`src/hdl/rmq_pkg.sv`:
```
// Shared constants, types and helpers for the rotation matrix to quaternion block.
package rmq_pkg;

  localparam int DataW        = 16;
  localparam int NumW         = DataW + 1;
  localparam int ArgW         = DataW + 2;
  localparam int DvsW         = ArgW - 1;
  localparam int DivW         = 2 * NumW + 13;
  localparam int DiagW        = DvsW + 12;
  localparam int Lanes        = 3;
  localparam int SqLanes      = Lanes + 1;
  localparam int SqrtW        = DivW + 1;
  localparam int RootW        = SqrtW / 2;
  localparam int SremW        = RootW + 2;
  localparam int NumDivCells  = DivW;
  localparam int NumSqrtCells = RootW;

  localparam logic signed [ArgW-1:0] Q14One = ArgW'(16384);

  localparam logic [1:0] BR_TRACE = 2'd0;
  localparam logic [1:0] BR_ROW0  = 2'd1;
  localparam logic [1:0] BR_ROW1  = 2'd2;
  localparam logic [1:0] BR_ROW2  = 2'd3;

  typedef struct packed {
    logic [1:0]       branch;
    logic             bad;
    logic [Lanes-1:0] neg;
  } side_t;

  typedef struct packed {
    logic [DataW-1:0] x;
    logic [DataW-1:0] y;
    logic [DataW-1:0] z;
    logic [DataW-1:0] w;
    logic [1:0]       branch;
    logic             bad;
  } quat_t;

  function automatic logic signed [NumW-1:0] ext_num(logic signed [DataW-1:0] v);
    return {v[DataW-1], v};
  endfunction

  function automatic logic signed [ArgW-1:0] ext_arg(logic signed [DataW-1:0] v);
    return {{2{v[DataW-1]}}, v};
  endfunction

endpackage

```
`src/hdl/rmq_sqrt_cell.sv`:
```
// One digit-by-digit square root cell: one root bit per lane.
module rmq_sqrt_cell (
  input  logic                                          clk,
  input  logic                                          rst,
  input  logic                                          en,
  input  logic                                          in_valid,
  input  rmq_pkg::side_t                                in_side,
  input  logic [rmq_pkg::SqLanes-1:0][rmq_pkg::SremW-1:0] in_rem,
  input  logic [rmq_pkg::SqLanes-1:0][rmq_pkg::RootW-1:0] in_root,
  input  logic [rmq_pkg::SqLanes-1:0][rmq_pkg::SqrtW-1:0] in_rad,
  output logic                                          out_valid,
  output rmq_pkg::side_t                                out_side,
  output logic [rmq_pkg::SqLanes-1:0][rmq_pkg::SremW-1:0] out_rem,
  output logic [rmq_pkg::SqLanes-1:0][rmq_pkg::RootW-1:0] out_root,
  output logic [rmq_pkg::SqLanes-1:0][rmq_pkg::SqrtW-1:0] out_rad
);
  import rmq_pkg::*;

  logic [SqLanes-1:0][SremW+1:0] rem_sh;
  logic [SqLanes-1:0][SremW+1:0] sub;
  logic [SqLanes-1:0][SremW-1:0] rem_next;
  logic [SqLanes-1:0][RootW-1:0] root_next;

  always_comb begin
    for (int i = 0; i < SqLanes; i++) begin
      rem_sh[i] = {in_rem[i], in_rad[i][SqrtW-1:SqrtW-2]};
      sub[i]    = {2'b00, in_root[i], 2'b01};
      if (rem_sh[i] >= sub[i]) begin
        rem_next[i]  = SremW'(rem_sh[i] - sub[i]);
        root_next[i] = {in_root[i][RootW-2:0], 1'b1};
      end else begin
        rem_next[i]  = rem_sh[i][SremW-1:0];
        root_next[i] = {in_root[i][RootW-2:0], 1'b0};
      end
    end
  end

  always_ff @(posedge clk) begin
    if (rst) begin
      out_valid <= 1'b0;
    end else if (en) begin
      out_valid <= in_valid;
    end
  end

  always_ff @(posedge clk) begin
    if (en) begin
      out_side <= in_side;
      out_rem  <= rem_next;
      out_root <= root_next;
      for (int i = 0; i < SqLanes; i++) begin
        out_rad[i] <= {in_rad[i][SqrtW-3:0], 2'b00};
      end
    end
  end

endmodule

```
`config.mk`:
```
export PLATFORM = sky130hd
export DESIGN_NAME = rmq_sqrt_cell
export DESIGN_NICKNAME = d
export VERILOG_FILES = /design/src/hdl/rmq_pkg.sv /design/src/hdl/rmq_sqrt_cell.sv
export SDC_FILE = /design/constraint.sdc
export NUM_CORES = 1
export LEC_CHECK = 0
export BUFFER_PORTS_ARGS = -buffer_cell sky130_fd_sc_hd__buf_2
export CORE_AREA = 3 3 310 312
export CTS_BUF_LIST = sky130_fd_sc_hd__clkbuf_16
export CTS_CLUSTER_DIAMETER = 100
export CTS_CLUSTER_SIZE = 8
export DETAILED_ROUTE_END_ITERATION = 16
export DIE_AREA = 0 0 313 315
export PLACE_DENSITY = 0.51
export SYNTH_ARGS = -nofsm -noshare
export SYNTH_HDL_FRONTEND = slang
export SYNTH_SLANG_ARGS = --single-unit
```
`constraint.sdc`:
```
create_clock -name clk -period 4.8 [get_ports clk]
set_clock_uncertainty 0.05 [all_clocks]
set_input_delay 0.96 -clock clk [delete_from_list [all_inputs] [get_ports clk]]
set_output_delay 0.96 -clock clk [all_outputs]
set_load 0.02 [all_outputs]
```
[Yosys cells after proc, flatten, opt, wreduce, memory -nomap -nowiden]
Cells that the tools add are included.
Storage, ports and cells
  bits in registers: 391
  bits of input ports: 402
Cells by class
  muxes and demuxes: 8
  $add $sub $neg: 4
  magnitude comparators: 4
Operator list (count)
  $ge A28 B26 Y1: 4
  $mux W26: 4
  $sub A26 B26 Y26: 4
  $mux W1: 4

[Logic depth before layout (Yosys ltp)]
Gate-level depths: netlist of the first run.
  depth in word-level cells: 2
  mapped depth: 13
  depth with buffers taken out: 11

[Least setup slack after synthesis of the first run]
OpenSTA, ideal clock, no wires.
  path kind: input-to-reg
  start: in in_root[3] (netlist bit)
  end: reg out_rem[22] (netlist bit) (data pin)
  data arrival time: 3296 ps
  setup slack: 1193 ps
  setup time: 260 ps
  stages: 10
  buffers on the path: 0
  cells stage by stage: inv_1 > ha_1 > a21oi_2 > nand2_1 > a211o_2 > a2111oi_4 > nor3b_1 > o31a_1 > or4_1 > mux2_4
RTL lines
  start: declaration: RTL line rmq_sqrt_cell.sv:9  | input logic [rmq_pkg::SqLanes-1:0][rmq_pkg::RootW-1:0] in_root,
  end signal: assignment: RTL line rmq_sqrt_cell.sv:49  | out_rem <= rem_next;
  end: declaration: RTL line rmq_sqrt_cell.sv:13  | output logic [rmq_pkg::SqLanes-1:0][rmq_pkg::SremW-1:0] out_rem,

==> impl_metrics.tcl, run 1 <==
set metrics [dict create \
    outcome "finished, final reports clean" \
    synth-warning-count 0 \
    cp_max_fo 4 \
    grt_pass1_wl_mm 98.2 \
    clkTransAtPathRegs_ps 50 \
    track_usage_pct 13.3 \
    yosysTopAreaCellShare_pct 62.3 \
    cts_setup_buffers 0 \
    post-synth-top-area-cell "edfxtp_1" \
    drt_pass1_iterations 5 \
    power_leakage_nw 11.4 \
    final-max-slew-violation-count 0 \
    rows 112 \
    crit_top_cell "o21ai_0" \
    dp_cells 3471 \
    finalWorstPathRequiredPeriod_ps 3680 \
    final_weighted_congestion_in_routability_driven_placement 0.821 \
    clock_sink_count 391 \
    layout.cells.non_filler 3557 \
    synth.most_common_cell "edfxtp_1" \
    core_region_area_um2 93300 \
    timing.critical_path.max_delay_family "compound AO/OA/AOI/OAI gates" \
    cp_cell_sequence "buf_2 > inv_1 > ha_1 > o21ai_0 > a2111oi_1 > o21ai_0 > a211oi_1 > o21ai_1 > o21ai_0 > xnor2_1 > mux2_2" \
    avgSynthCellArea_um2 13.0 \
    synth.cell_area_um2 18800 \
    number_of_buffers_on_the_longest_clock_path 3 \
    synth_enable_flop_cells 390 \
    detailroute.via_count 14700 \
    yosys_register_bits 391 \
    layout-drive-gt1-share_pct 41.5 \
    ys_async_rst_share_pct 0 \
    htree_num_levels 2 \
    rsz0062_at_grt "false" \
    worst-setup-path-type "in -> reg" \
    antenna_found_initial 22 \
    port-buffer-count 792 \
    vdd_drop_max_v 0.000259 \
    fin_nets 2782 \
    design.portCount 801 \
    critical_path.startpoint_type "primary input" \
    portion_of_the_post_synthesis_area_used_by_sequential_elements_pct 62.4 \
    chipHeight_um 315 \
    cts_made_buffers 57 \
    die_area_um2 98600 \
    grt_pass1_vias 15200 \
    post_cts.resized_instances 0 \
    critical_path_buf_inv_count 2 \
    routed_wire_length_per_instance_um 19.5 \
    clk-insertion-delay-late_ps 600 \
    worst_slack_after_detailed_placement_ps 594 \
    worstPathArrival_ps 3980 \
    grt_start_max_net_pins 105 \
    globalRoute.totalOverflow 0 \
    initialDrtViolationCount 1005 \
    netlist-cell-type-count 70 \
    vias_per_cell 4.13 \
    final.setup.tns_ps 0 \
    netlist_instances 1446 \
    hold_ws_ps 454 \
    cp_slowest_cell "a2111oi_1" \
    flow.area_growth_from_synthesis_pct 38.1 \
    clockRootBuffer "clkbuf_16" \
    post_cts_hold_buffer_count 0 \
    n_fill_cell 9831 \
    start_util_pct 20.1 \
    slew-limit-headroom_pct 33.5 \
    die_x_um 313 \
    routed_wl_mm 69.2 \
    yosys-top-cells-area "edfxtp_1 (62%), ha_1 (6.9%), mux2_2 (3.5%)" \
    synth_flop_cell "edfxtp_1" \
    maxCapViolCount 0 \
    timing_worst_slew_pin_value_ps 998 \
    hp-class "reg -> reg" \
    crit_path_max_incr_delay_ps 580 \
    tritoncts_clock_tree "yes" \
    crit_required_ps 5100 \
    fmaxAchievable_mhz 271 \
    timing.final.setup_violations 0 \
    timing.final.crit_share_pct 76.7 \
    post-dp-hpwl_mm 56.3 \
    regArea_um2 11700 \
    multiInputGateArea_um2 6350 \
    pwr_density_cell_nw_per_um2 391 \
    cp-end-kind "flip-flop" \
    final.setup.worst_slack_ps 1120 \
    final_antenna_net_count 0 \
    yosys-top-cells-count "edfxtp_1 (390), inv_1 (135), a21oi_1 (111)" \
    drc 0 \
    timing_hold_violations_final 0 \
]
## kinds of logic after synthesis
logic type / synth area share (%)
mux: 3.88
fa+ha+maj: 6.93
compound gates: 11.4
other cells: 0.0200
flops: 62.4
simple gates: 7.19
buf+inv: 3.98
xor+xnor: 4.15
## power breakdown
part | internal, mW | switching (mW)
Sequential | 4.19 | 0.107
Clock | 2.20 | 1.46
Combinational | 0.810 | 1.37
Total | 7.19 | 2.94
## worst reg2reg max path, delay by kind of cell, from the launching register on
kind	cells	cell delay (ps)
AND/OR/NAND/NOR	1	50
flip-flops	1	300
multiplexers	1	120
## cell usage in the layout (no fill, tap or decap), drive strengths merged, types with 4 or more instances in the layout
cell type / count
a211oi: 14
a21o: 51
a21oi: 113
a22oi: 4
a311oi: 4
a31oi: 12
and2: 7
and3: 9
and4: 8
buf: 813
clkbuf: 57
conb: 8
diode: 8
edfxtp: 390
ha: 104
inv: 150
mux2: 59
mux2i: 6
nand2: 65
nand2b: 10
nand3: 22
nand4: 20
nor2: 89
nor2b: 8
nor3: 26
o211ai: 6
o21a: 13
o21ai: 59
o21bai: 14
o31ai: 5
or3: 7
xnor2: 62
xor2: 27
## registers in the layout (all words and copies together), names as in the netlist
register / flops
out_rad: 184
out_rem: 104
out_root: 96
out_side: 6
out_valid: 1
## through the flow
step / util [%] / cell area, um2 / total power [mW]
after floorplan: - / 18800 / 5.62
after CTS: 27.8 / 25900 / 10.3
after detailed placement: 26.1 / 24300 / 6.56
after global placement: 26.1 / 24300 / 6.55
final: 27.8 / 25900 / 10.1
after global routing: 27.8 / 25900 / 10.6
## routing by layer
metal	up-vias	GRT usage (%)	wire length [um]
met1	7017	15.4	27100
met2	550	23.4	34700
met4	10	4.38	1810
li1	7016	-	-
met5	-	0	54
met3	97	3.90	5460
## final cells by class
cell class                      instances  share of cell area [%]
Clock buffer                           57                    5.50
Sequential cell                       391                    45.2
Antenna cell                            8                  0.0772
Clock inverter                         21                   0.588
Tap cell                             1254                    6.05
Multi-Input combinational cell        878                    24.5
Timing Repair Buffer                  813                    16.2
Inverter                              135                    1.95
## final timing paths
kind / startpoint / endpoint / slack [ps] / depth (start not counted)
max: in_root[72] / out_rem[103] / 1120 / 11
min: out_valid / out_valid / 450 / 2
max reg2reg: out_valid / out_valid / 4170 / 2
min reg2reg: out_valid / out_valid / 450 / 2
No activity file was read; power rests on OpenSTA's default activity.
==> run 2: changes to the inputs <==
--- a/config.mk
+++ b/config.mk
@@ -6,13 +6,13 @@
 export NUM_CORES = 1
 export LEC_CHECK = 0
 export BUFFER_PORTS_ARGS = -buffer_cell sky130_fd_sc_hd__buf_2
-export CORE_AREA = 3 3 310 312
+export CORE_AREA = 3 3 308 310
 export CTS_BUF_LIST = sky130_fd_sc_hd__clkbuf_16
 export CTS_CLUSTER_DIAMETER = 100
 export CTS_CLUSTER_SIZE = 8
 export DETAILED_ROUTE_END_ITERATION = 16
-export DIE_AREA = 0 0 313 315
-export PLACE_DENSITY = 0.51
+export DIE_AREA = 0 0 311 313
+export PLACE_DENSITY = 0.53
 export SYNTH_ARGS = -nofsm -noshare
 export SYNTH_HDL_FRONTEND = slang
 export SYNTH_SLANG_ARGS = --single-unit
==> constraint.sdc (replaced) <==
create_clock -name clk -period 3 [get_ports clk]
set_clock_uncertainty 0.05 [all_clocks]
set_input_delay 0.6 -clock clk [delete_from_list [all_inputs] [get_ports clk]]
set_output_delay 0.6 -clock clk [all_outputs]
set_load 0.02 [all_outputs]
==> run 2 against run 1 <==
Net effect: register-to-register slack got worse by 1800 ps; largest power group unchanged; global-route usage grew 1.7 points; final cell count rose by 9.9%; critical path depth unchanged; critical path type unchanged.
==> impl_metrics.tcl, run 2 (synthesized netlist as in run 1, its figures left out) <==
set metrics [dict create \
    outcome "finished, final reports clean" \
    rows 111 \
    initialDrtViolationCount 1015 \
    timing.final.crit_share_pct 93.1 \
    timing.critical_path.max_delay_family "compound AO/OA/AOI/OAI gates" \
    detailroute.via_count 16100 \
    slew-limit-headroom_pct 61.9 \
    post-dp-hpwl_mm 63.2 \
    final_antenna_net_count 0 \
    cp_slowest_cell "or4_1" \
    vdd_drop_max_v 0.000452 \
    reg.largest.list "out_rad: 184 flops, out_rem: 104 flops, out_root: 96 flops" \
    vias_per_cell 4.11 \
    power_leakage_nw 13.1 \
    cts_made_buffers 58 \
    clkTransAtPathRegs_ps 60 \
    cp_max_fo 5 \
    crit_path_max_incr_delay_ps 500 \
    layout_commonest_cell "buf_2" \
    drc 0 \
    clk-insertion-delay-late_ps 610 \
    htree_num_levels 2 \
    drt_pass1_iterations 5 \
    cts_setup_buffers 0 \
    flow.area_growth_from_synthesis_pct 55.0 \
    largest_register "out_rad" \
    track_usage_pct 15.0 \
    layout-drive-gt1-share_pct 47.8 \
    cp-end-kind "flip-flop" \
    pwr_density_cell_nw_per_um2 581 \
    finalWorstPathRequiredPeriod_ps 2790 \
    fin_nets 3148 \
    grt_start_max_net_pins 80 \
    routed_wire_length_per_instance_um 19.7 \
    critical_path.startpoint_type "primary input" \
    clock_sink_count 391 \
    n_fill_cell 9546 \
    tritoncts_clock_tree "yes" \
    core_region_area_um2 91900 \
    timing_hold_violations_final 0 \
    number_of_buffers_on_the_longest_clock_path 3 \
    design.portCount 801 \
    antenna_found_initial 28 \
    die_area_um2 97300 \
    critical_path_buf_inv_count 2 \
    rsz0062_at_grt "false" \
    cp_cell_sequence "buf_2 > inv_12 > ha_4 > a21oi_2 > nand2_1 > a211o_2 > a2111oi_4 > nor3b_2 > o31a_1 > or4_1 > mux2_4" \
    final-max-slew-violation-count 0 \
    start_util_pct 20.4 \
    utilization_pct 31.7 \
    number_of_flip_flops_in_the_largest_register 184 \
    grt_pass1_wl_mm 109 \
    worst_slack_after_detailed_placement_ps -996 \
    crit_required_ps 3320 \
    mostFrequentLayoutCells "buf_2 (791), edfxtp_1 (390), buf_4 (306)" \
    chipHeight_um 313 \
    fmaxAchievable_mhz 358 \
    final.setup.worst_slack_ps 208 \
    maxCapViolCount 0 \
    clockRootBuffer "clkbuf_16" \
    globalRoute.totalOverflow 0 \
    worstPathArrival_ps 3120 \
    port-buffer-count 792 \
    worst-setup-path-type "in -> reg" \
    die_x_um 311 \
    final_weighted_congestion_in_routability_driven_placement 0.863 \
    hp-class "in -> reg" \
    timing.final.setup_violations 0 \
    grt_pass1_vias 16200 \
    routed_wl_mm 76.9 \
    timing_worst_slew_pin_value_ps 569 \
]
[run 2: worst paths after layout]
path	from	end	slack (ps)	cells past startpoint
max	in_root[3]	out_rem[22]	210	11
min	in_rad[159]	out_rad[161]	70	1
max reg2reg	out_valid	out_valid	2380	2
min reg2reg	out_valid	out_valid	440	2
[run 2: final cells by class]
class	count	area [um2]	area share, %
antenna	12	30.0	0.103
clock buffer	58	1450	4.99
inverter	135	519	1.78
sequential	391	11700	40.3
clock inverter	13	148	0.507
multi-input combinational	878	6530	22.4
tap	1243	1560	5.34
timing repair buffer	1178	7150	24.6
[run 2: layer usage]
metal | share of wire, % | global-route usage, %
met1 | 43 | 19.4
met2 | 46 | 24.1
met3 | 9.3 | 5.35
met4 | 1.9 | 3.63
met5 | 0.17 | 0
[run 2: what timing repair did]
| action | in CTS | in global routing |
|---|---|---|
| resized for setup | 2 | 2 |
| hold endpoints to repair | 72 | 0 |
| setup endpoints to repair | 1 | 1 |
| pin swaps | 0 | 1 |
| gates cloned | 0 | 0 |
| hold buffers | 72 | 0 |
[run 2: power by group]
| part | switching [mW] | internal [mW] | leakage, nW |
|---|---|---|---|
| Combinational | 2.35 | 1.75 | 8.48 |
| Sequential | 0.182 | 6.70 | 3.83 |
| Clock | 2.50 | 3.42 | 0.781 |
[run 2: through the flow]
stage | std cells | area, um2 | TNS, ps | hold slack, ps | power, mW
floorplan | 1453 | 19000 | -438 | 529 | 9.03
global placement | 3753 | 26800 | -21010 | 419 | 11.0
detailed placement | 3753 | 26800 | -25100 | 431 | 11.0
CTS | 3896 | 29100 | 0 | 0.0274 | 17.2
global route | 3903 | 29100 | 0 | 7.02 | 17.8
finish | 3908 | 29100 | 0 | 69.3 | 16.9
==> run 3: changes to the inputs <==
--- a/config.mk
+++ b/config.mk
@@ -5,14 +5,15 @@
 export SDC_FILE = /design/constraint.sdc
 export NUM_CORES = 1
 export LEC_CHECK = 0
+export ABC_AREA = 1
 export BUFFER_PORTS_ARGS = -buffer_cell sky130_fd_sc_hd__buf_2
-export CORE_AREA = 3 3 308 310
+export CORE_AREA = 3 3 307 309
 export CTS_BUF_LIST = sky130_fd_sc_hd__clkbuf_16
 export CTS_CLUSTER_DIAMETER = 100
 export CTS_CLUSTER_SIZE = 8
 export DETAILED_ROUTE_END_ITERATION = 16
-export DIE_AREA = 0 0 311 313
-export PLACE_DENSITY = 0.53
+export DIE_AREA = 0 0 310 312
+export PLACE_DENSITY = 0.56
 export SYNTH_ARGS = -nofsm -noshare
 export SYNTH_HDL_FRONTEND = slang
 export SYNTH_SLANG_ARGS = --single-unit
==> run 3 against run 2 <==
Net effect: non-clock buffer count fell by 335; synthesized cell count rose by 66%; critical endpoint is now out_rem[81]; worst setup slack improved by 580 ps; final area fell by 1.5%; area after synthesis rose by 14%; final cell count rose by 14%; largest cell class unchanged; sequential share of layout area rose by 0.61 points; core utilization fell by 0.38 points; power fell by 3.3%.
==> impl_metrics.tcl, run 3 <==
set metrics [dict create \
    outcome "finished, final reports clean" \
    rr_worst_depth 2 \
    power_leakage_nw 14.7 \
    yosys-top-cells-count "nand2_1 (820), inv_1 (506), edfxtp_1 (390)" \
    wl_met1_mm 34.0 \
    cts_setup_buffers 0 \
    internal_power_mw 11.3 \
    start_util_pct 23.4 \
    mostFrequentLayoutCells "nand2_1 (820), buf_2 (791), inv_1 (508)" \
    dr_wl_met3_mm 8.63 \
    drc 0 \
    vias_per_cell 4.26 \
    r2r_start "out_valid" \
    timing.final.setup_violations 0 \
    number_of_flip_flops_in_the_largest_register 184 \
    reg.largest.list "out_rad: 184 flops, out_rem: 104 flops, out_root: 96 flops" \
    yosysTopAreaCellShare_pct 54.6 \
    final-max-slew-violation-count 0 \
    crit_required_ps 3310 \
    cp-end-kind "flip-flop" \
    power_switching_share_pct 31.1 \
    synth_flop_cell "edfxtp_1" \
    layout_commonest_cell "nand2_1" \
    antenna_found_initial 16 \
    pwr-share-comb_pct 22.9 \
    yosys-top-cells-area "edfxtp_1 (55%), nand2_1 (14%), inv_1 (8.9%)" \
    routed_wl_mm 83.4 \
    post-synth-top-area-cell "edfxtp_1" \
    routed_wire_length_per_instance_um 18.7 \
    worst-setup-path-type "in -> reg" \
    worst_r2r_endpoint "out_valid" \
    critical_path.startpoint_type "primary input" \
    synth_enable_flop_cells 390 \
    rows 111 \
    maxCapViolCount 0 \
    initialDrtViolationCount 1442 \
    netlist_instances 2403 \
    timing_hold_violations_final 0 \
    clkPwrFrac_pct 35.3 \
    route.top_layer_used "met5" \
    beginning_of_the_critical_path "in_root[94]" \
    slew-limit-headroom_pct 53.2 \
    layout-drive-gt1-share_pct 29.1 \
    port-buffer-count 792 \
    met2RoutedLength_mm 38.3 \
    final_antenna_net_count 0 \
    clock_sink_count 391 \
    clkTransAtPathRegs_ps 50 \
    post_cts.resized_instances 0 \
    hp-class "in -> reg" \
    number_of_buffers_on_the_longest_clock_path 3 \
    die_area_um2 96700 \
    clk-insertion-delay-late_ps 590 \
    grt_start_max_net_pins 65 \
    final.setup.worst_slack_ps 793 \
    chipHeight_um 312 \
    worst_slack_after_detailed_placement_ps 157 \
    timing.reg2reg.setup_slack_ps 2370 \
    fin_nets 3777 \
    grt_pass1_wl_mm 120 \
    vdd_drop_max_v 0.000381 \
    synth.cell_area_um2 21400 \
    fin_total_pwr_mw 16.3 \
    holdPathStages 1 \
    post-dp-hpwl_mm 69.4 \
    detailroute.via_count 19000 \
    die_x_um 310 \
    track_usage_pct 16.6 \
    cp_max_fo 28 \
    pwr-share-seq_pct 41.9 \
    fmaxAchievable_mhz 453 \
    globalRoute.totalOverflow 0 \
    synth-warning-count 0 \
    hold_path_end "out_rad[16]" \
    drt_pass1_iterations 5 \
    timing.final.crit_share_pct 73.6 \
    rsz0062_at_grt "false" \
    htree_num_levels 2 \
    dp_cells 4399 \
    largest_register "out_rad" \
    grt_pass1_vias 18700 \
    worstPathArrival_ps 2520 \
    post_cts_hold_buffer_count 0 \
    pwr_density_cell_nw_per_um2 570 \
    netlist-cell-type-count 34 \
    avgSynthCellArea_um2 8.93 \
    layout.cells.non_filler 4469 \
    cts_made_buffers 56 \
    finalWorstPathRequiredPeriod_ps 2210 \
    portion_of_the_post_synthesis_area_used_by_sequential_elements_pct 54.7 \
    timing_worst_slew_pin_value_ps 702 \
    sw_pwr_mw 5.08 \
    design.portCount 801 \
    clockRootBuffer "clkbuf_16" \
    hold_ws_ps 75.2 \
    synth.most_common_cell "nand2_1" \
    flow.area_growth_from_synthesis_pct 33.7 \
    tritoncts_clock_tree "yes" \
    yosys_register_bits 391 \
    hp-start "in_rad[14]" \
    core_region_area_um2 91700 \
    final_weighted_congestion_in_routability_driven_placement 0.915 \
    ys_async_rst_share_pct 0 \
    final.setup.tns_ps 0 \
]
[run 3: changes by cell type in the layout (fill, tap and decap cells not counted), moves of 57 or more]
cell / change
nand4_1: +60
nand3_1: +70
buf_4: -261
dlygate4sd3_1: -72
mux2_2: -58
nand2_1: +755
inv_1: +372
a21oi_1: -57
xnor2_1: -58
[run 3: per-layer routing]
layer / GRT usage (%) / vias up
li1: - / 9390
met1: 20.7 / 8779
met2: 26.9 / 746
met3: 5.69 / 106
met4: 5.17 / 8
met5: 0 / -
[run 3: power by group through the flow]
| stage | clock [mW] | combinational [mW] | sequential (mW) |
|---|---|---|---|
| finish | 5.76 | 3.74 | 6.84 |
| global route | 6.18 | 4.13 | 6.89 |
| CTS | 5.98 | 3.77 | 6.85 |
| detailed placement | 0 | 3.76 | 6.95 |
| global placement | 0 | 3.75 | 6.94 |
| floorplan | 0 | 1.44 | 7.63 |
[run 3: per-stage QoR]
| stage | util (%) | instance area [um2] |
|---|---|---|
| global route | 31.3 | 28700 |
| finish | 31.3 | 28700 |
| detailed placement | 29.6 | 27100 |
| floorplan | - | 21500 |
| CTS | 31.3 | 28700 |
| global placement | 29.6 | 27100 |
[run 3: worst max-delay path by stage]
stage / to / slack, ps / depth (start not counted)
after floorplan: out_rem[15] / 680 / 12
after global placement: out_rem[84] / 240 / 11
after detailed placement: out_rem[92] / 160 / 11
after CTS: out_rem[92] / 870 / 11
after global routing: out_rem[92] / 690 / 11
final: out_rem[81] / 790 / 11
[run 3: cell families after synthesis]
family | synth area share, %
other | 0.0175
adders and majority gates | 6.07
DFF | 54.7
xor gates and xnor gates | 2.12
buffers and inverters | 10.1
and+or+nand+nor | 23.7
muxes | 0.0467
AOI/OAI and AO/OA | 3.27
[run 3: critical path, stage by stage]
cell	delay (ps)
buf_2	190
inv_1	90
ha_1	380
nand2_1	70
nor2_1	320
nand2_1	150
nor2_1	140
nand2_2	70
nand3_2	200
buf_12	200
o21ai_0	90
[run 3: layout make-up]
type | count | area, um2
flip-flops and latches | 391 | 11700
clock inverters | 9 | 135
repair buffers | 843 | 4430
well taps | 1186 | 1480
multi-input cells | 1472 | 7580
fillers | 9652 | 63000
diodes | 5 | 12.5
clock buffers | 56 | 1400
inverters | 507 | 1900
