## config.mk

```make
export PLATFORM = sky130hd
export DESIGN_NAME = rmq_div_cell
export DESIGN_NICKNAME = d
export VERILOG_FILES = /design/src/hdl/rmq_pkg.sv /design/src/hdl/rmq_div_cell.sv
export SDC_FILE = /design/constraint.sdc
export NUM_CORES = 1
export LEC_CHECK = 0
export ABC_CLOCK_PERIOD_IN_PS = 2700
export BUFFER_PORTS_ARGS = -buffer_cell sky130_fd_sc_hd__buf_2
export CELL_PAD_IN_SITES_DETAIL_PLACEMENT = 1
export CELL_PAD_IN_SITES_GLOBAL_PLACEMENT = 2
export CORE_MARGIN = 3
export CORE_UTILIZATION = 28
export CTS_BUF_LIST = sky130_fd_sc_hd__clkbuf_4 sky130_fd_sc_hd__clkbuf_8
export DETAILED_ROUTE_END_ITERATION = 8
export PLACE_DENSITY = 0.77
export SYNTH_ARGS = -nofsm -noshare
export SYNTH_HDL_FRONTEND = slang
export SYNTH_SLANG_ARGS = --single-unit
```

## constraint.sdc

```tcl
create_clock -name clk -period 2.7 [get_ports clk]
set_input_delay 0.135 -clock clk [delete_from_list [all_inputs] [get_ports clk]]
set_output_delay 0.135 -clock clk [all_outputs]
set_load 0.05 [all_outputs]
```

## src/hdl/rmq_pkg.sv

```systemverilog
// Shared constants, types and helpers for the rotation matrix to quaternion block.
package rmq_pkg;

  localparam int DataW        = 16;
  localparam int NumW         = DataW + 1;
  localparam int ArgW         = DataW + 2;
  localparam int DvsW         = ArgW - 1;
  localparam int DivW         = 2 * NumW + 13;
  localparam int DiagW        = DvsW + 12;
  localparam int Lanes        = 3;
  localparam int SqLanes      = Lanes + 1;
  localparam int SqrtW        = DivW + 1;
  localparam int RootW        = SqrtW / 2;
  localparam int SremW        = RootW + 2;
  localparam int NumDivCells  = DivW;
  localparam int NumSqrtCells = RootW;

  localparam logic signed [ArgW-1:0] Q14One = ArgW'(16384);

  localparam logic [1:0] BR_TRACE = 2'd0;
  localparam logic [1:0] BR_ROW0  = 2'd1;
  localparam logic [1:0] BR_ROW1  = 2'd2;
  localparam logic [1:0] BR_ROW2  = 2'd3;

  typedef struct packed {
    logic [1:0]       branch;
    logic             bad;
    logic [Lanes-1:0] neg;
  } side_t;

  typedef struct packed {
    logic [DataW-1:0] x;
    logic [DataW-1:0] y;
    logic [DataW-1:0] z;
    logic [DataW-1:0] w;
    logic [1:0]       branch;
    logic             bad;
  } quat_t;

  function automatic logic signed [NumW-1:0] ext_num(logic signed [DataW-1:0] v);
    return {v[DataW-1], v};
  endfunction

  function automatic logic signed [ArgW-1:0] ext_arg(logic signed [DataW-1:0] v);
    return {{2{v[DataW-1]}}, v};
  endfunction

endpackage

```

## src/hdl/rmq_div_cell.sv

```systemverilog
// One restoring division cell: one quotient bit per lane, shared divisor.
module rmq_div_cell (
  input  logic                                     clk,
  input  logic                                     rst,
  input  logic                                     en,
  input  logic                                     in_valid,
  input  rmq_pkg::side_t                           in_side,
  input  logic [rmq_pkg::DiagW-1:0]                in_diag,
  input  logic [rmq_pkg::DvsW-1:0]                 in_dvs,
  input  logic [rmq_pkg::Lanes-1:0][rmq_pkg::DvsW-1:0] in_rem,
  input  logic [rmq_pkg::Lanes-1:0][rmq_pkg::DivW-1:0] in_bits,
  output logic                                     out_valid,
  output rmq_pkg::side_t                           out_side,
  output logic [rmq_pkg::DiagW-1:0]                out_diag,
  output logic [rmq_pkg::DvsW-1:0]                 out_dvs,
  output logic [rmq_pkg::Lanes-1:0][rmq_pkg::DvsW-1:0] out_rem,
  output logic [rmq_pkg::Lanes-1:0][rmq_pkg::DivW-1:0] out_bits
);
  import rmq_pkg::*;

  logic [Lanes-1:0][DvsW:0] trial;
  logic [Lanes-1:0][DvsW-1:0] rem_next;
  logic [Lanes-1:0][DivW-1:0] bits_next;

  always_comb begin
    for (int i = 0; i < Lanes; i++) begin
      trial[i] = {in_rem[i], in_bits[i][DivW-1]};
      if (trial[i] >= {1'b0, in_dvs}) begin
        rem_next[i]  = DvsW'(trial[i] - {1'b0, in_dvs});
        bits_next[i] = {in_bits[i][DivW-2:0], 1'b1};
      end else begin
        rem_next[i]  = trial[i][DvsW-1:0];
        bits_next[i] = {in_bits[i][DivW-2:0], 1'b0};
      end
    end
  end

  always_ff @(posedge clk) begin
    if (rst) begin
      out_valid <= 1'b0;
    end else if (en) begin
      out_valid <= in_valid;
    end
  end

  always_ff @(posedge clk) begin
    if (en) begin
      out_side <= in_side;
      out_diag <= in_diag;
      out_dvs  <= in_dvs;
      out_rem  <= rem_next;
      out_bits <= bits_next;
    end
  end

endmodule

```

==> Word-level counts from Yosys, hierarchy flattened <==
Index checks and enable logic that the tools add are counted.
{ "word_totals": {"register_bits": 245, "input_bits": 248, "wordCells": 24} }
{ "op_classes": {"n_lt_le_gt_ge": 3, "n_addsub": 3, "muxes": 6} }
{ "ops": {"columns": ["cell", "n"], "rows": [
  ["$ge A18 B17 Y1", 3],
  ["$mux W17", 3],
  ["$sub A17 B17 Y17", 3],
  ["$mux W1", 3]
]} }

==> Longest topological paths before layout <==
Gate-level depths: netlist (run 1).
{ "logic_depth": {"ltp_word": 2, "ltp_mapped": 12, "depth_no_buf": 11} }

==> Worst setup path before layout (run 1) <==
Ideal clock, no wire load.
{ "synth_timing": {"path_kind": "input-to-reg", "from": "input in_bits[46] (netlist bit)", "to": "register out_rem[10] (netlist bit), data pin", "stages": 12, "arrival_time_ns": 2.483, "setup_slack_ns": -0.043, "setup_ns": 0.260, "n_path_buf": 1, "cell_sequence": "inv_1 -> ha_1 -> inv_1 -> fa_1 -> a21oi_1 -> nor2_1 -> o21ai_2 -> nand3_1 -> a221o_1 -> a41oi_4 -> buf_12 -> mux2_4"} }
{ "synth_rtl": {"columns": ["item", "line", "source"], "rows": [
  ["start: declaration", "rmq_div_cell.sv:11", "input logic [rmq_pkg::Lanes-1:0][rmq_pkg::DivW-1:0] in_bits,"],
  ["end signal: assignment", "rmq_div_cell.sv:51", "out_rem <= rem_next;"],
  ["end: declaration", "rmq_div_cell.sv:16", "output logic [rmq_pkg::Lanes-1:0][rmq_pkg::DvsW-1:0] out_rem,"]
]} }

==> summary.txt, run 1 <==
STA
  – Slew @ Worst Pin: approximately 0.68 ns
  – Relative slew slack: 54.96%
  – Clk_skew: 0 ns
  – Max-slew violation count: 0
  – Final Critical Period: about 2.7 ns
  – Final hold vios: 0
  – Tcrit/Tclk final: a little over nine tenths
  – Final worst slack: 0.04491 ns
  – Final setup vio count: 0
  – Peak Freq: 376.6 MHz

Run
  – Max-Cap Viols: 0

Finish
  – Area of the multi-input gates: 3069 um^2
  – Area grow syn2layout: 66.09%
  – Post-route cell area: around 18,000 um^2
  – Filler instances: 3,925
  – Layout Nets: 1,802
  – Register area: 7347 um^2
  – Layout cells sized above 1: 44.72%

Worst setup path
  – WP data required: between 3 and 4 ns
  – CP Capture Type: flip-flop
  – Critical path launch point type: input port
  – Crit path kind: input port to flip-flop
  – CP max-delay cell: dlygate4sd3_1
  – Worst path max stage delay: 0.55 ns
  – Arr. time, crit path: 3.00 ns
  – CP max FO: 9
  – Crit path buf inv count: 6
  – Crit path cell chain: buf_2, dlygate4sd3_1, buf_4, ha_1, inv_2, fa_2, a21oi_2, o21ai_2, a21oi_2, o21ai_4, nor2_2, o41ai_4, buf_4, clkbuf_16, mux2_2
  – Crit-path leading delay family: buffers and inverters

Placement
  – Routability cong.: 0.8479
  – Dpl cell area: between 10,000 and 15,000 um^2
  – Dpl hpwl: 35,580 um
  – IO Port Bufs: 492
  – Pre-CTS setup slack: -0.2899 ns

Synth
  – Post-Synthesis Cells: 668
  – Post-Syn Nets: 970
  – FF+latch count, synth: 245
  – Synthesized area: about 11,000 um^2
  – Share of flip-flops with an asynchronous set or reset: 0%
  – YS warnings: 0
  – Synth cell types: 56
  – EDFF count, synth: between 200 and 250
  – Register area share after synthesis: 69.69%
  – Syn avg cell area: about 16 um^2
  – Top_reg_cell synth: edfxtp_1

Power and ir drop
  – Peak VDD IR: 345.5 uV
  – Power per cell area: 668.8 nW/um^2
  – Leakage power: 7.658 nW
  – Total power: 11.71 mW

Route
  – DR pass1 iterations: 4
  – 1st-iter DRT viols: 345
  – ANT nets after route: 0
  – Drt total wl: ~50,000 um
  – Routed vias/inst: approximately 4.6
  – Via Count: 9,386
  – Number of remaining DRC errors: 0
  – Routed len/inst: between 20 and 25 um

Clock network
  – Worst-Skew Late Latency: 0.59 ns
  – Clock Sinks: between 200 and 250
  – Max clock buf depth: 3
  – H-tree Lvls: 2
  – CTS tree: built
  – CTS root buf: clkbuf_8
  – Clock transition at path regs: ~0.060 ns
  – CTS Buf Count: 44

Floorplan
  – Core footprint: 36,870 um^2
  – Initial Utilization: 28.59%
  – IO Count: about 500
  – FP Rows: 70
  – Die W: around 200 um
  – Die footprint: 40,020 um^2
  – Die outline height: 200.0 um

Hold path
  – Hold/Removal Path Class: input port to flip-flop

Global routing
  – Antenna violations before repair: 14
  – First-pass GRT wire length: between 60,000 and 70,000 um
  – Vias in the first global route: 10,310
  – Tot GR Track Use: a little under a quarter
  – Largest net degree at the start of global routing: 74
  – GR Overflow Total: 0

Status
  – Status: finished, final reports clean
timing repair:
action                     in CTS  in global routing
setup buffers                   0                  5
hold endpoints to repair      247                  0
resized for setup               0                 20
hold buffers                  243                  0
setup endpoints to repair       0                 45
routing by layer:
metal  part of all wire, %  vias to the layer above  global-route usage, %
met4                   6.3                        8                  14.01
met5                  0.11                        -                      0
met1                    36                     4599                  25.55
li1                      -                     4250                      -
met2                    49                      406                  40.25
met3                   8.1                      123                  7.872
state kept, by name, summed over array words and instances (netlist names):
register	cells
out_bits	141
out_rem	51
out_diag	29
out_dvs	17
out_side	6
out_valid	1
worst reg2reg max path: stages, from the launching register on:
cell and delay, ns:
dfxtp_1 0.31, mux2i_1 0.12, nor2_1 0.06, dlygate4sd3_1 0.55
cells in the final DEF (no fill, tap or decap), types with 3 or more instances in the layout:
cell type and n:
nor2b_1 6, dlygate4sd3_1 243, xnor2_1 20, xor2_1 18
a21oi_1 30, o21ai_2 3, buf_12 5, nand4_1 8
nand2b_1 6, ha_1 49, mux2i_1 4, clkbuf_8 44
o21bai_1 9, a211oi_2 3, o31ai_1 3, mux2_4 8
o21ai_0 32, a21o_1 22, mux2_2 28, nand2_1 39
buf_4 54, o21a_1 6, a211oi_1 6, and3_1 3
a31oi_1 5, inv_1 32, and2_1 4, nand3_1 6
clkbuf_4 14, diode_2 9, buf_2 491, nor2_1 18
a21oi_2 6, edfxtp_1 244, clkinv_1 13, clkinv_2 5
power by group:
part | leakage (nW) | switching, mW | internal (mW) | total [mW]
Clock | 0.453 | 1.72 | 1.83 | 3.56
Sequential | 2.40 | 0.118 | 4.63 | 4.74
Combinational | 4.81 | 2.30 | 1.11 | 3.41
Total | 7.66 | 4.14 | 7.57 | 11.7
cells by family after synthesis:
kind of cell | share of synthesized area [%]
and+or+nand+nor | 4.368
buffers and inverters | 1.851
DFF | 69.69
xor gates and xnor gates | 3.157
AOI/OAI and AO/OA | 9.803
adders and majority gates | 6.622
muxes | 4.510
through the flow:
stage          setup TNS [ns]  cells  hold WS, ns  util [%]
5_1_grt               -0.1437   2046      0.05137     47.48
6_report                    0   2047      0.06547     47.49
2_1_floorplan               0    668       0.2074         -
3_5_place_dp           -4.840   1709       0.3052     38.13
4_1_cts                     0   2032     0.009668     47.05
3_3_place_gp           -4.147   1709       0.2921     38.13
synth_stat cells, types with 3 or more instances:
| master | instances | area [um^2] |
|---|---|---|
| edfxtp_1 | 244 | 7327 |
| a31oi_1 | 5 | 31.28 |
| nor2_1 | 19 | 71.32 |
| o21ai_0 | 32 | 160.2 |
| nand2b_1 | 6 | 37.54 |
| nand2_1 | 39 | 146.4 |
| o31ai_1 | 3 | 22.52 |
| nor2b_1 | 6 | 37.54 |
| mux2_4 | 8 | 120.1 |
| and3_1 | 3 | 18.77 |
| ha_1 | 51 | 638.1 |
| clkbuf_1 | 7 | 26.28 |
| a21o_1 | 22 | 165.2 |
| a211oi_1 | 9 | 67.56 |
| xnor2_1 | 20 | 175.2 |
| mux2i_1 | 4 | 40.04 |
| o21a_1 | 6 | 45.04 |
| nand4_1 | 8 | 50.05 |
| o21ai_2 | 3 | 26.28 |
| xor2_1 | 18 | 157.7 |
| mux2_2 | 28 | 315.3 |
| fa_1 | 3 | 60.06 |
| a21oi_1 | 34 | 170.2 |
| o21bai_1 | 9 | 67.56 |
| inv_1 | 34 | 127.6 |
| and2_1 | 4 | 25.02 |
| nor3_1 | 3 | 15.01 |
| nand3_1 | 6 | 30.03 |
final cells by class:
type,count,area share [%]
Sequential cell,245,41.96
Multi-Input combinational cell,378,17.53
Clock inverter,22,0.8289
Clock buffer,58,4.059
Timing Repair Buffer,797,31.17
Tap cell,504,3.601
Inverter,34,0.7288
Antenna cell,9,0.1286
path summary, 6_finish.rpt:
check / startpoint / to / slack [ns] / cells past startpoint
setup / recovery: in_dvs[0] / out_rem[30]$_DFFE_PP_ / 0.04 / 15
hold / removal: in_dvs[0] / out_rem[0]$_DFFE_PP_ / 0.07 / 3
setup reg to reg: out_valid$_SDFFE_PP0P_ / out_valid$_SDFFE_PP0P_ / 1.55 / 3
hold reg to reg: out_valid$_SDFFE_PP0P_ / out_valid$_SDFFE_PP0P_ / 1.07 / 3
(Power assumes the default switching activity.)
==> run 2: changes to the inputs <==
- BUFFER_PORTS_ARGS: -buffer_cell sky130_fd_sc_hd__buf_2 -> -buffer_cell sky130_fd_sc_hd__buf_4
- MAX_ROUTING_LAYER: default -> met4
==> summary.txt, run 2 (same netlist as run 1, synthesis figures left out) <==
Worst setup path
  – Critical Path Most Common Cell: o21ai_2
  – Crit path kind: input port to flip-flop
  – Critical path launch point type: input port
  – CP max FO: 6
  – CP Capture Type: flip-flop
  – Crit-path leading delay family: compound AO/OA/AOI/OAI gates
  – Arr. time, crit path: 3.06 ns
  – Worst path max stage delay: around 0.56 ns
  – WP data required: around 3.1 ns
  – Crit path buf inv count: 4
  – Crit path cell chain: dlygate4sd3_1, buf_4, clkinvlp_4, ha_4, a21oi_2, o21ai_2, o21ai_2, nand3_2, a221o_1, a41oi_4, clkbuf_16, mux2_2
  – CP max-delay cell: dlygate4sd3_1

Power and ir drop
  – Clk network pwr share: 29.8%
  – Peak VDD IR: 435.9 uV
  – Psw: 4.228 mW
  – Int Pwr: 7.942 mW
  – Gate power share: 31.1%
  – Switching Fraction: 34.74%
  – Sequential share of power: 39.1%
  – Total power: 12.17 mW
  – Leakage power: ~8.1 nW
  – Power per cell area: between 600 and 700 nW/um^2

Run
  – Max-Cap Viols: 0

Route
  – Routed vias/inst: ~4.6
  – Drt total wl: 51,500 um
  – 1st-iter DRT viols: 411
  – Via Count: 9,491
  – DR pass1 iterations: 4
  – Number of remaining DRC errors: 0
  – Routed len/inst: approximately 25 um
  – ANT nets after route: 0

Finish
  – Layout Nets: around 1,800
  – Area grow syn2layout: 79.34%
  – Max FFs per register: 141
  – Filler instances: 3,813
  – Final cell count without fillers: 2,060
  – Final Core Density: 51.28%
  – Post-route cell area: between 15,000 and 20,000 um^2
  – Most frequent cells in the layout: 547 x buf_4, 245 x dlygate4sd3_1, 244 x edfxtp_1, 48 x ha_1, 48 x clkbuf_8
  – Layout cells sized above 1: 45.37%
  – Commonest non-fill, non-tap cell in the layout: buf_4
  – Reg with most FFs: out_bits
  – Biggest regs: out_bits (141), out_rem (51), out_diag (29)

Placement
  – Dpl cell area: about 15,000 um^2
  – DP Cell Count: 1,705
  – Dpl hpwl: 35,940 um
  – Routability cong.: 0.8256
  – Pre-CTS setup slack: -0.2035 ns
  – IO Port Bufs: 492

Global routing
  – Tot GR Track Use: around a quarter
  – Antenna violations before repair: 11
  – GR Overflow Total: 0
  – Largest net degree at the start of global routing: 70
  – First-pass GRT wire length: 70,400 um
  – Vias in the first global route: 10,490

Floorplan
  – Die outline height: 200.0 um
  – Die W: 200.0 um
  – Core footprint: 36,870 um^2
  – Die footprint: roughly 40,000 um^2
  – IO Count: 493
  – FP Rows: 70
  – Initial Utilization: 28.59%

STA
  – Relative slew slack: 67.32%
  – Peak Freq: 369.8 MHz
  – Tcrit/Tclk final: 100.2%
  – Final hold slack: 0.1605 ns
  – Final hold vios: 0
  – Final worst slack: -0.004104 ns
  – Max-slew violation count: 0
  – Final Critical Period: 2.704 ns
  – Slew @ Worst Pin: 0.4902 ns
  – Clk_skew: 0 ns
  – Final setup vio count: 2
  – Setup TNS: -0.007511 ns

Clock network
  – H-tree Lvls: 2
  – CTS root buf: clkbuf_8
  – CTS tree: built
  – Max clock buf depth: 3
  – Clock Sinks: 245
  – Clock transition at path regs: 0.06 ns
  – CTS Buf Count: 47
  – Worst-Skew Late Latency: 0.60 ns

Hold path
  – Hold/Removal Path Class: input port to flip-flop

Status
  – Violated checks: negative setup slack
  – Status: complete, but fails checks
[run 2: worst paths after layout]
path | end | start | slack (ns) | cells past startpoint
worst min-delay path | out_bits[47]$_DFFE_PP_ | in_rem[33] | 0.16 | 5
worst max-delay path | out_rem[6]$_DFFE_PP_ | in_dvs[4] | -0.004 | 12
worst min register to register | out_valid$_SDFFE_PP0P_ | out_valid$_SDFFE_PP0P_ | 1.14 | 3
worst max register to register | out_valid$_SDFFE_PP0P_ | out_valid$_SDFFE_PP0P_ | 1.47 | 3
[run 2: metal layers]
layer,track usage (%),wire (um)
met1,27.33,19300
met2,43.16,26140
met3,6.798,3524
met4,10.88,2540
met5,-,0
[run 2: what timing repair did]
action / CTS / global route
endpoints found under the hold margin: 291 / 1
setup buffers: 0 / 14
resized for setup: 0 / 34
hold buffers: 245 / 1
endpoints found under the setup margin: 0 / 48
[run 2: cell type report]
| class | instances | area, um^2 | share of cell area, % |
|---|---|---|---|
| flip-flops and latches | 245 | 7347 | 38.86 |
| repair buffers | 805 | 6777 | 35.84 |
| multi-input cells | 378 | 3113 | 16.46 |
| clock buffers | 64 | 780.7 | 4.129 |
| well taps | 504 | 630.6 | 3.335 |
| inverters | 34 | 138.9 | 0.7346 |
| clock inverters | 17 | 87.58 | 0.4632 |
| diodes | 13 | 32.53 | 0.1721 |
[run 2: worst min-delay path, cell delays in order]
cell	delay [ns]
buf_4	0.09
a211oi_1	0.05
buf_4	0.14
o41ai_4	0.05
buf_12	0.16
[run 2: power by group through the flow]
stage | Clock [mW] | Sequential, mW | Combinational, mW
6_report | 3.63 | 4.76 | 3.78
5_1_grt | 3.91 | 4.79 | 3.95
4_1_cts | 3.71 | 4.75 | 3.69
3_5_place_dp | 0 | 4.82 | 3.35
3_3_place_gp | 0 | 4.82 | 3.32
2_1_floorplan | 0 | 6.09 | 0.708
==> run 3: changes to the inputs <==
- ABC_CLOCK_PERIOD_IN_PS: 2700 -> 3400
- CORE_AREA: default -> 3 3 189 191
- CORE_MARGIN: 3 -> default
- CORE_UTILIZATION: 28 -> default
- DIE_AREA: default -> 0 0 192 194
- PLACE_DENSITY: 0.77 -> 0.8
- clock period: 2.7 -> 3.4 ns (I/O delays scaled with it)
==> summary.txt, run 3 (same netlist as run 1, synthesis figures left out) <==
Route
  – DR pass1 iterations: 4
  – Routed len/inst: 25.54 um
  – Via Count: 9,273
  – Number of remaining DRC errors: 0
  – 1st-iter DRT viols: ~440
  – Routed vias/inst: between 4 and 5
  – ANT nets after route: 0
  – Drt total wl: 49,960 um

Worst setup path
  – Critical path launch point type: input port
  – Reg-to-reg endpoint: out_valid$_SDFFE_PP0P_
  – Setup slack, reg-to-reg: 2.21 ns
  – WP data required: 3.72 ns
  – Arr. time, crit path: around 3.5 ns
  – CP max FO: 10
  – Crit path kind: input port to flip-flop
  – Worst flop-to-flop path startpoint: out_valid$_SDFFE_PP0P_
  – Reg2reg path depth: 3
  – CP Capture Type: flip-flop

Status
  – Status: finished, final reports clean

Finish
  – Biggest regs: out_bits (141), out_rem (51), out_diag (29)
  – Area grow syn2layout: 72.90%
  – Filler instances: ~3,500
  – Layout Nets: about 1,800
  – Layout cells sized above 1: a little over two fifths
  – Max FFs per register: 141
  – Most frequent cells in the layout: 501 x buf_4, 244 x edfxtp_1, 243 x dlygate4sd3_1, 51 x ha_1, 46 x clkbuf_8
  – Reg with most FFs: out_bits
  – Final cell count without fillers: about 2,000
  – Post-route cell area: 18,230 um^2
  – Commonest non-fill, non-tap cell in the layout: buf_4
  – Final Core Density: 53.16%

STA
  – Relative slew slack: 49.43%
  – Final worst slack: between 0.2 and 0.3 ns
  – Peak Freq: about 320 MHz
  – Unrepaired setup endpoints after global routing: false
  – Setup TNS: 0 ns
  – Max-slew violation count: 0
  – Tcrit/Tclk final: 91.93%
  – Final Critical Period: 3.125 ns
  – Slew @ Worst Pin: 0.7585 ns
  – Final hold vios: 0
  – Clk_skew: 0 ns
  – Final setup vio count: 0

Placement
  – Routability cong.: between 0.8 and 0.9
  – Dpl hpwl: approximately 34,000 um
  – IO Port Bufs: around 490
  – Dpl cell area: 14,840 um^2
  – DP Cell Count: between 1,500 and 2,000
  – Pre-CTS setup slack: roughly 0.25 ns

Power and ir drop
  – Switching Fraction: 34.08%
  – Int Pwr: 6.357 mW
  – Clk network pwr share: 31.2%
  – Gate power share: around 30%
  – Psw: around 3.3 mW
  – Power per cell area: 529.0 nW/um^2
  – Sequential share of power: 39.4%
  – Leakage power: 7.835 nW
  – Peak VDD IR: between 200 and 300 uV

Run
  – Max-Cap Viols: 0

Clock network
  – Post CTS Setup Buffer Count: 0
  – Clock Sinks: 245
  – CTS tree: built
  – Worst-Skew Late Latency: ~0.56 ns
  – CTS resizes: 0
  – CTS root buf: clkbuf_8
  – Clock transition at path regs: 0.07 ns
  – Max clock buf depth: 3
  – CTS Buf Count: 45
  – H-tree Lvls: 2

Floorplan
  – Die outline height: 194 um
  – IO Count: 493
  – FP Rows: 68
  – Die W: approximately 190 um
  – Die footprint: 37,250 um^2
  – Core footprint: 34,290 um^2
  – Initial Utilization: 30.75%

Global routing
  – Antenna violations before repair: 17
  – Tot GR Track Use: 26.65%
  – Largest net degree at the start of global routing: 91
  – First-pass GRT wire length: 69,980 um
  – GR Overflow Total: 0
  – Vias in the first global route: 10,220

Hold path
  – Hold Crit Start: en
  – Hold Path End: out_dvs[13]$_DFFE_PP_
  – Hold/Removal Path Class: input port to flip-flop
  – Hold Path Stages: 1
## run 3: changes by cell type in the layout (fill, tap and decap cells not counted), sizes merged
cell,previous run,this run
dlymetal6s4s,1,0
clkbuf,65,59
inv,32,36
dlygate4sd3,245,243
clkinvlp,3,1
bufinv,0,3
clkinv,16,14
diode,13,19
buf,558,503
## run 3: final cells by class
class,instances,area (um^2),share of cell area (%)
tap,455,569.3,3.123
timing repair buffer,746,6228,34.17
sequential,245,7347,40.30
multi-input combinational,378,3000,16.46
inverter,34,127.6,0.7001
antenna,19,47.55,0.2608
clock buffer,59,730.7,4.009
clock inverter,20,177.7,0.9747
## run 3: critical path, stage by stage
cell and delay, ns:
dlygate4sd3_1 0.54, buf_4 0.14, inv_1 0.07, ha_1 0.19, inv_1 0.06, fa_1 0.41
a21oi_1 0.23, nor2_1 0.08, o21ai_2 0.19, nand3_1 0.11, a221o_1 0.42, a41oi_4 0.24
buf_4 0.24, mux2_2 0.36
## run 3: what timing repair did
item,in CTS,in global routing
setup endpoints to repair,0,0
hold buffers,243,0
endpoints found under the hold margin,242,0
## run 3: how the worst max path moves through the flow
stage                                        to  depth (start not counted)   startpoint
after floorplan           out_rem[10]$_DFFE_PP_                         12  in_bits[46]
after global placement     out_rem[3]$_DFFE_PP_                         13  in_bits[46]
after detailed placement   out_rem[1]$_DFFE_PP_                         13  in_bits[46]
after CTS                  out_rem[1]$_DFFE_PP_                         14  in_bits[46]
after global routing       out_rem[2]$_DFFE_PP_                         14  in_bits[46]
final                      out_rem[1]$_DFFE_PP_                         14  in_bits[46]
## run 3: power groups by stage
stage / sequential, mW / combinational [mW] / clock [mW]
after floorplan: 4.84 / 0.562 / 0
after global placement: 3.83 / 2.54 / 0
after detailed placement: 3.83 / 2.57 / 0
after CTS: 3.78 / 2.83 / 3.03
after global routing: 3.82 / 2.97 / 3.22
final: 3.79 / 2.84 / 3.00
## run 3: through the flow
| step | power [mW] | hold slack [ns] |
|---|---|---|
| after floorplan | 5.398 | 0.2424 |
| after global placement | 6.375 | 0.3403 |
| after detailed placement | 6.398 | 0.3493 |
| after CTS | 9.647 | 0.1240 |
| after global routing | 10.01 | 0.1411 |
| final | 9.643 | 0.1261 |
## run 3: metal layers
| layer | up-vias | GRT usage, % | part of all wire (%) |
|---|---|---|---|
| met5 | - | - | 0 |
| met4 | 0 | 12.60 | 5.2 |
| met3 | 109 | 7.431 | 6.5 |
| met2 | 384 | 44.48 | 50 |
| met1 | 4623 | 29.36 | 39 |
| li1 | 4157 | - | - |
